`config.mk`:
```
export PLATFORM = sky130hd
export DESIGN_NAME = tcb_seq
export DESIGN_NICKNAME = d
export VERILOG_FILES = /design/src/rtl/tcb_pkg.sv /design/src/rtl/tcb_seq.sv
export SDC_FILE = /design/constraint.sdc
export NUM_CORES = 1
export LEC_CHECK = 0
export ABC_CLOCK_PERIOD_IN_PS = 4950
export BUFFER_PORTS_ARGS = -buffer_cell sky130_fd_sc_hd__buf_2
export CORE_MARGIN = 3
export CORE_UTILIZATION = 53
export DETAILED_ROUTE_END_ITERATION = 8
export PLACE_DENSITY = 0.78
export REMOVE_ABC_BUFFERS = 1
export SYNTH_ARGS = -nofsm -noshare
export SYNTH_HDL_FRONTEND = slang
export SYNTH_SLANG_ARGS = --single-unit
```
`constraint.sdc`:
```
create_clock -name aclk -period 4.95 [get_ports aclk]
set_clock_uncertainty 0.05 [all_clocks]
set_input_delay 0.495 -clock aclk [delete_from_list [all_inputs] [get_ports aclk]]
set_output_delay 0.495 -clock aclk [all_outputs]
set_load 0.01 [all_outputs]
```
`src/rtl/tcb_pkg.sv`:
```
`timescale 1ns / 1ps
// ----------------------------------------------------------------------------
// tcb_pkg: shared types and constants of the text cell buffer
// Operation codes, register indexes, item and result layouts.
// ----------------------------------------------------------------------------
package tcb_pkg;

    // Operation codes; code three means nothing and is dropped
    typedef enum logic [1:0] {
        OP_PUT  = 2'd0,
        OP_GET  = 2'd1,
        OP_FILL = 2'd2
    } op_t;

    // Configuration register indexes
    localparam int          CFG_IDX_W  = 2;
    localparam int          CFG_DATA_W = 8;
    localparam logic [1:0]  CFG_COLOR  = 2'd0;
    localparam logic [1:0]  CFG_COLS   = 2'd1;
    localparam logic [1:0]  CFG_ROWS   = 2'd2;

    localparam logic [7:0]  COLOR_RST  = 8'd0;
    localparam logic [7:0]  COLS_RST   = 8'd128;
    localparam logic [6:0]  ROWS_RST   = 7'd64;

    // One stored cell: color in the high byte, glyph in the low byte
    typedef struct packed {
        logic [7:0] color;
        logic [7:0] glyph;
    } cell_t;

    // Input item, last field in the lowest bits
    typedef struct packed {
        logic [7:0]         rect_height;
        logic [7:0]         rect_width;
        logic [7:0]         glyph_in;
        logic signed [15:0] pos_y;
        logic signed [15:0] pos_x;
        logic [1:0]         operation;
    } item_t;

    // Result item, last field in the lowest bits
    typedef struct packed {
        logic       on_screen;
        logic [7:0] cell_color;
        logic [7:0] cell_glyph;
    } result_t;

    localparam int ITEM_W     = $bits(item_t);
    localparam int RESULT_W   = $bits(result_t);
    localparam int S_TDATA_W  = ((ITEM_W + 7) / 8) * 8;
    localparam int M_TDATA_W  = ((RESULT_W + 7) / 8) * 8;

endpackage

```
`src/rtl/tcb_seq.sv`:
```
`timescale 1ns / 1ps
// ----------------------------------------------------------------------------
// tcb_seq: operation sequencer
// Clears the store after reset, decodes items, clips positions and
// rectangles, drives the memory and walks fills one cell per cycle.
// ----------------------------------------------------------------------------
module tcb_seq #(
    parameter int MAX_COLS = 128,
    parameter int MAX_ROWS = 64,
    localparam int DEPTH  = MAX_COLS * MAX_ROWS,
    localparam int ADDR_W = (DEPTH > 1) ? $clog2(DEPTH) : 1,
    localparam int ROW_W  = (MAX_ROWS > 1) ? $clog2(MAX_ROWS) : 1,
    localparam int CCNT_W = $clog2(MAX_COLS + 1),
    localparam int RCNT_W = $clog2(MAX_ROWS + 1)
) (
    input  logic                aclk,
    input  logic                aresetn,
    input  logic                item_valid,
    output logic                item_ready,
    input  tcb_pkg::item_t      item,
    input  logic [CCNT_W-1:0]   eff_cols,
    input  logic [RCNT_W-1:0]   eff_rows,
    input  logic [7:0]          color,
    output logic                mem_wr_en,
    output logic [ADDR_W-1:0]   mem_wr_addr,
    output tcb_pkg::cell_t      mem_wr_data,
    output logic                mem_rd_en,
    output logic [ADDR_W-1:0]   mem_rd_addr,
    input  tcb_pkg::cell_t      mem_rd_data,
    input  logic                out_free,
    output logic                res_load,
    output tcb_pkg::result_t    res
);
    import tcb_pkg::*;

    typedef enum logic [2:0] {
        S_CLEAR,
        S_IDLE,
        S_ADDR,
        S_PUT,
        S_GET,
        S_RESP,
        S_FILL
    } state_t;

    localparam logic [ADDR_W-1:0] LAST_ADDR = ADDR_W'(DEPTH - 1);

    state_t              state_reg, state_next;
    logic [ADDR_W-1:0]   clr_reg, clr_next;
    item_t               item_reg, item_next;
    logic [ADDR_W-1:0]   base_reg, base_next;
    logic [CCNT_W-1:0]   col_reg, col_next;
    logic [RCNT_W-1:0]   row_reg, row_next;
    logic [CCNT_W-1:0]   x0_reg, x0_next;
    logic [CCNT_W-1:0]   x1_reg, x1_next;
    logic [RCNT_W-1:0]   y1_reg, y1_next;
    logic                on_reg, on_next;

    logic signed [17:0]  x_s, y_s, x0_s, y0_s, x1_raw, y1_raw, x1_s, y1_s;
    logic signed [17:0]  cols_s, rows_s;
    logic                on_x, on_y, nonempty;
    logic [ADDR_W-1:0]   mult_full;
    logic [ADDR_W-1:0]   cell_addr;
    logic [CCNT_W-1:0]   col_inc;
    logic [RCNT_W-1:0]   row_inc;

    // Clip the registered item against the screen
    always_comb begin
        x_s    = 18'(item_reg.pos_x);
        y_s    = 18'(item_reg.pos_y);
        cols_s = 18'(eff_cols);
        rows_s = 18'(eff_rows);
        x0_s   = x_s[17] ? '0 : x_s;
        y0_s   = y_s[17] ? '0 : y_s;
        x1_raw = x_s + 18'(item_reg.rect_width);
        y1_raw = y_s + 18'(item_reg.rect_height);
        x1_s   = (x1_raw > cols_s) ? cols_s : x1_raw;
        y1_s   = (y1_raw > rows_s) ? rows_s : y1_raw;
        on_x   = !x_s[17] && (x_s < cols_s);
        on_y   = !y_s[17] && (y_s < rows_s);
        nonempty = (x0_s < x1_s) && (y0_s < y1_s);
        // Row base of an on-screen row always fits the address width
        mult_full = ADDR_W'(y0_s[ROW_W-1:0]) * ADDR_W'(eff_cols);
    end

    assign cell_addr = base_reg + ADDR_W'(col_reg);
    assign col_inc   = col_reg + 1'b1;
    assign row_inc   = row_reg + 1'b1;

    always_comb begin
        state_next = state_reg;
        clr_next   = clr_reg;
        item_next  = item_reg;
        base_next  = base_reg;
        col_next   = col_reg;
        row_next   = row_reg;
        x0_next    = x0_reg;
        x1_next    = x1_reg;
        y1_next    = y1_reg;
        on_next    = on_reg;
        item_ready = 1'b0;
        mem_wr_en  = 1'b0;
        mem_wr_addr = cell_addr;
        mem_wr_data = {color, item_reg.glyph_in};
        mem_rd_en  = 1'b0;
        mem_rd_addr = cell_addr;
        res_load   = 1'b0;
        res.on_screen  = on_reg;
        res.cell_glyph = on_reg ? mem_rd_data.glyph : 8'd0;
        res.cell_color = on_reg ? mem_rd_data.color : 8'd0;

        case (state_reg)
            S_CLEAR: begin
                mem_wr_en   = 1'b1;
                mem_wr_addr = clr_reg;
                mem_wr_data = '0;
                clr_next    = clr_reg + 1'b1;
                if (clr_reg == LAST_ADDR) begin
                    state_next = S_IDLE;
                end
            end
            S_IDLE: begin
                item_ready = 1'b1;
                if (item_valid) begin
                    item_next  = item;
                    state_next = S_ADDR;
                end
            end
            S_ADDR: begin
                base_next = mult_full;
                col_next  = x0_s[CCNT_W-1:0];
                row_next  = y0_s[RCNT_W-1:0];
                x0_next   = x0_s[CCNT_W-1:0];
                x1_next   = x1_s[CCNT_W-1:0];
                y1_next   = y1_s[RCNT_W-1:0];
                on_next   = on_x && on_y;
                case (item_reg.operation)
                    OP_PUT:  state_next = (on_x && on_y) ? S_PUT : S_IDLE;
                    OP_GET:  state_next = S_GET;
                    OP_FILL: state_next = nonempty ? S_FILL : S_IDLE;
                    default: state_next = S_IDLE;
                endcase
            end
            S_PUT: begin
                mem_wr_en  = 1'b1;
                state_next = S_IDLE;
            end
            S_GET: begin
                mem_rd_en  = on_reg;
                state_next = S_RESP;
            end
            S_RESP: begin
                // Hold the read word until the output register frees up
                if (out_free) begin
                    res_load   = 1'b1;
                    state_next = S_IDLE;
                end
            end
            S_FILL: begin
                mem_wr_en = 1'b1;
                if (col_inc == x1_reg) begin
                    if (row_inc == y1_reg) begin
                        state_next = S_IDLE;
                    end else begin
                        col_next  = x0_reg;
                        row_next  = row_inc;
                        base_next = base_reg + ADDR_W'(eff_cols);
                    end
                end else begin
                    col_next = col_inc;
                end
            end
            default: begin
                state_next = S_IDLE;
            end
        endcase
    end

    always_ff @(posedge aclk) begin
        if (!aresetn) begin
            state_reg <= S_CLEAR;
            clr_reg   <= '0;
        end else begin
            state_reg <= state_next;
            clr_reg   <= clr_next;
        end
        item_reg <= item_next;
        base_reg <= base_next;
        col_reg  <= col_next;
        row_reg  <= row_next;
        x0_reg   <= x0_next;
        x1_reg   <= x1_next;
        y1_reg   <= y1_next;
        on_reg   <= on_next;
    end

endmodule

```
==> metrics.txt <==
io pins 164; CP arrival 5.48 ns; Warnings, synthesis 0; most area-hungry cell type in the Yosys netlist edfxtp_1; Hold Fails Final Rpt 0; drt initial violations 510; full die area 21400 sq um; Yosys reg bits 126; layout cell share with drive strength beyond 1 26.1%; DRT Pass-1 Iters 5; register area share after synthesis 34.8%; Hold Path Class input port to register; met1 WL 10800 microns; crit path launch item_reg[3]; Internal 1.95 mW; Initial Util 54.8%; Post-Syn Area 10400 sq um; routed wire length 25900 microns; Root Buffer clkbuf_16; gr ovfl total 0; die span in y 146 microns; Worst Setup Start Kind register; sequential power share 45.9%; Post-DRT Antenna Nets 0; Clock Power Share 46.7%; GRT Total Usage 24.1%; final antenna diode count 0; Worst-Margin Slew 1.20 ns; r2r worst-path depth 27; combinational share of power 7.4%; Pleak 5.93 nW; hold slack final 0.188 ns; Slew Limit Fails 0; Routed wire per std cell 15.7 microns; critical path fanouts, max 7; Post-synth EDFFs 110; uppermost layer routed met4; initial antenna violation count 0; max_cap viols 0; crit path capture state_reg[0]; largest net degree at the start of global routing 51; Vias 8977; commonest register cell after synthesis edfxtp_1; core area 19000 sq um; WL met3 1600 microns; hold_buf cts 0; Max-slew headroom 20.0%; CTS max path bufs 2; drt via density 5.46; clk_lat worst skew 0.43 ns; min Tclk post-route 5.21 ns; failing checks setup timing; RSZ-0062 raised after global routing true; met2 WL 12600 microns; final setup margin -0.261 ns; reg-to-reg endpoint state_reg[0]; RePlAce Congestion 0.919; layout net count 1611; Peak Freq 0.192 GHz; Post-Syn Instances 1131; Setup CP Type register to register; Post-synth ARST share 0%; status finished with violations; synth unique cells 61; number of flip-flops in the largest register 58; Critical R2R Launch item_reg[3]; die width 146 microns; TritonCTS clock tree built; Layout area overhead 24.5%; count leader, synth nand2_1; first-pass GRT wire length 42400 microns; DP Area 12000 sq um; Max VDD drop 0.239 mV; number of global-route vias before repair 8849; NetSw 0.565 mW; CP endpoint kind register; R2R Setup Slk -0.26 ns; PD cells 194 nW/um^2; fin area 13000 sq um; post-synth top area share 31.7%; sw frac 22.5%; worst endpoint required time 5.22 ns; Commonest cells post-synth nand2_1, ha_1, edfxtp_1; DP HPWL 19800 microns; clk slew on worst S/H paths 0.06 ns; Design Power 2.52 mW; final critical-path share of the clock period 105%; Port Buffers 163; CTS Buf Count 17; DRC errors left 0; # clock sinks 126; Mapped Avg Cell Area 9.21 sq um; H-tree depth 4; # rows 50; Final setup viols 3; ranking of synthesized cells by area edfxtp_1, ha_1, nand2_1
worst min-delay path by stage:
stage,start,endpoint,cells past startpoint,slack (ns)
after floorplan,clr_reg[5],clr_reg[5],2,0.42
after global placement,clr_reg[1],clr_reg[1],2,0.44
after detailed placement,clr_reg[1],clr_reg[1],2,0.45
after CTS,item[45],item_reg[45],1,0.18
after global routing,item[52],item_reg[52],1,0.18
final,item[47],item_reg[47],1,0.19
worst max-delay path, stage by stage, from the launching register on:
cell      delay, ns
edfxtp_1       0.41
buf_6          0.12
inv_2          0.04
fa_2           0.38
nand2b_4       0.17
nand2b_4       0.07
a21oi_2        0.06
xnor2_1        0.22
ha_1           0.30
nand3_2        0.11
o21bai_1       0.12
a31o_2         0.17
o21ai_1        0.05
a211o_1        0.31
nor3_4         0.21
or2_4          0.21
buf_6          0.14
o21a_1         0.15
ha_4           0.22
nand2_2        0.08
o211ai_1       0.10
o211ai_1       0.15
a211oi_2       0.14
nor4_4         0.25
or4b_4         0.52
nand2_2        0.08
o22ai_2        0.07
a31o_1         0.18
per-layer routing:
layer / vias to the layer above / global-route usage, %
met5: - / 0
met4: 0 / 8.89
met3: 81 / 4.35
met2: 310 / 41.5
met1: 4158 / 30.5
li1: 4428 / -
power groups by stage:
stage | Clock, mW | Sequential, mW | Combinational [mW]
CTS | 1.19 | 1.15 | 0.182
global route | 1.24 | 1.15 | 0.211
global placement | 0 | 1.18 | 0.171
finish | 1.18 | 1.16 | 0.186
floorplan | 0 | 1.18 | 0.0959
detailed placement | 0 | 1.18 | 0.177
metrics by stage:
stage | setup TNS [ns] | setup WS (ns) | std cells | utilization (%)
final | -0.634 | -0.261 | 1643 | 68.2
after global routing | -1.51 | -0.543 | 1643 | 68.2
after CTS | -0.478 | -0.201 | 1635 | 67.3
after detailed placement | -1.46 | -0.559 | 1593 | 63.1
after global placement | -0.844 | -0.359 | 1593 | 63.1
after floorplan | -0.795 | -0.345 | 1091 | -
layout by cell type, fill, tap and decap left out, types with 19 or more instances in the layout:
master and instances:
a21o_1 25, nand2_1 158, xor2_1 30, buf_4 91, a21oi_1 47, xnor2_1 56, clkbuf_16 19, o21ai_0 60
buf_2 163, ha_1 104, nor2_1 54, inv_1 78, edfxtp_1 110, nand3_1 23, nor2b_1 34, and2_1 56
fa_1 26
kinds of logic (layout without fill, tap and decap cells):
logic type / count (synthesis) / in the layout / share of synthesized area, %
AOI/OAI and AO/OA: 220 / 220 / 13.2
DFF: 126 / 126 / 34.8
adders and majority gates: 140 / 140 / 18.8
and+or+nand+nor: 425 / 426 / 20.0
xor gates and xnor gates: 88 / 88 / 7.40
muxes: 12 / 12 / 1.24
buffers and inverters: 120 / 371 / 4.50
timing repair:
item                                    4_1_cts  5_1_grt
pin swaps                                    30       26
resized for setup                            43       26
setup buffers                                 9        8
endpoints found under the setup margin        3        3
endpoints found under the hold margin         0        0
cloned                                        1        0
area by class of cell:
cell class	instances	area [sq um]
Multi-Input combinational cell	886	6610
Fill cell	1519	6050
Sequential cell	126	3620
Timing Repair Buffer	259	1560
Clock buffer	23	500
Tap cell	260	325
Inverter	80	300
Clock inverter	9	55.1
(Power assumes the default switching activity.)
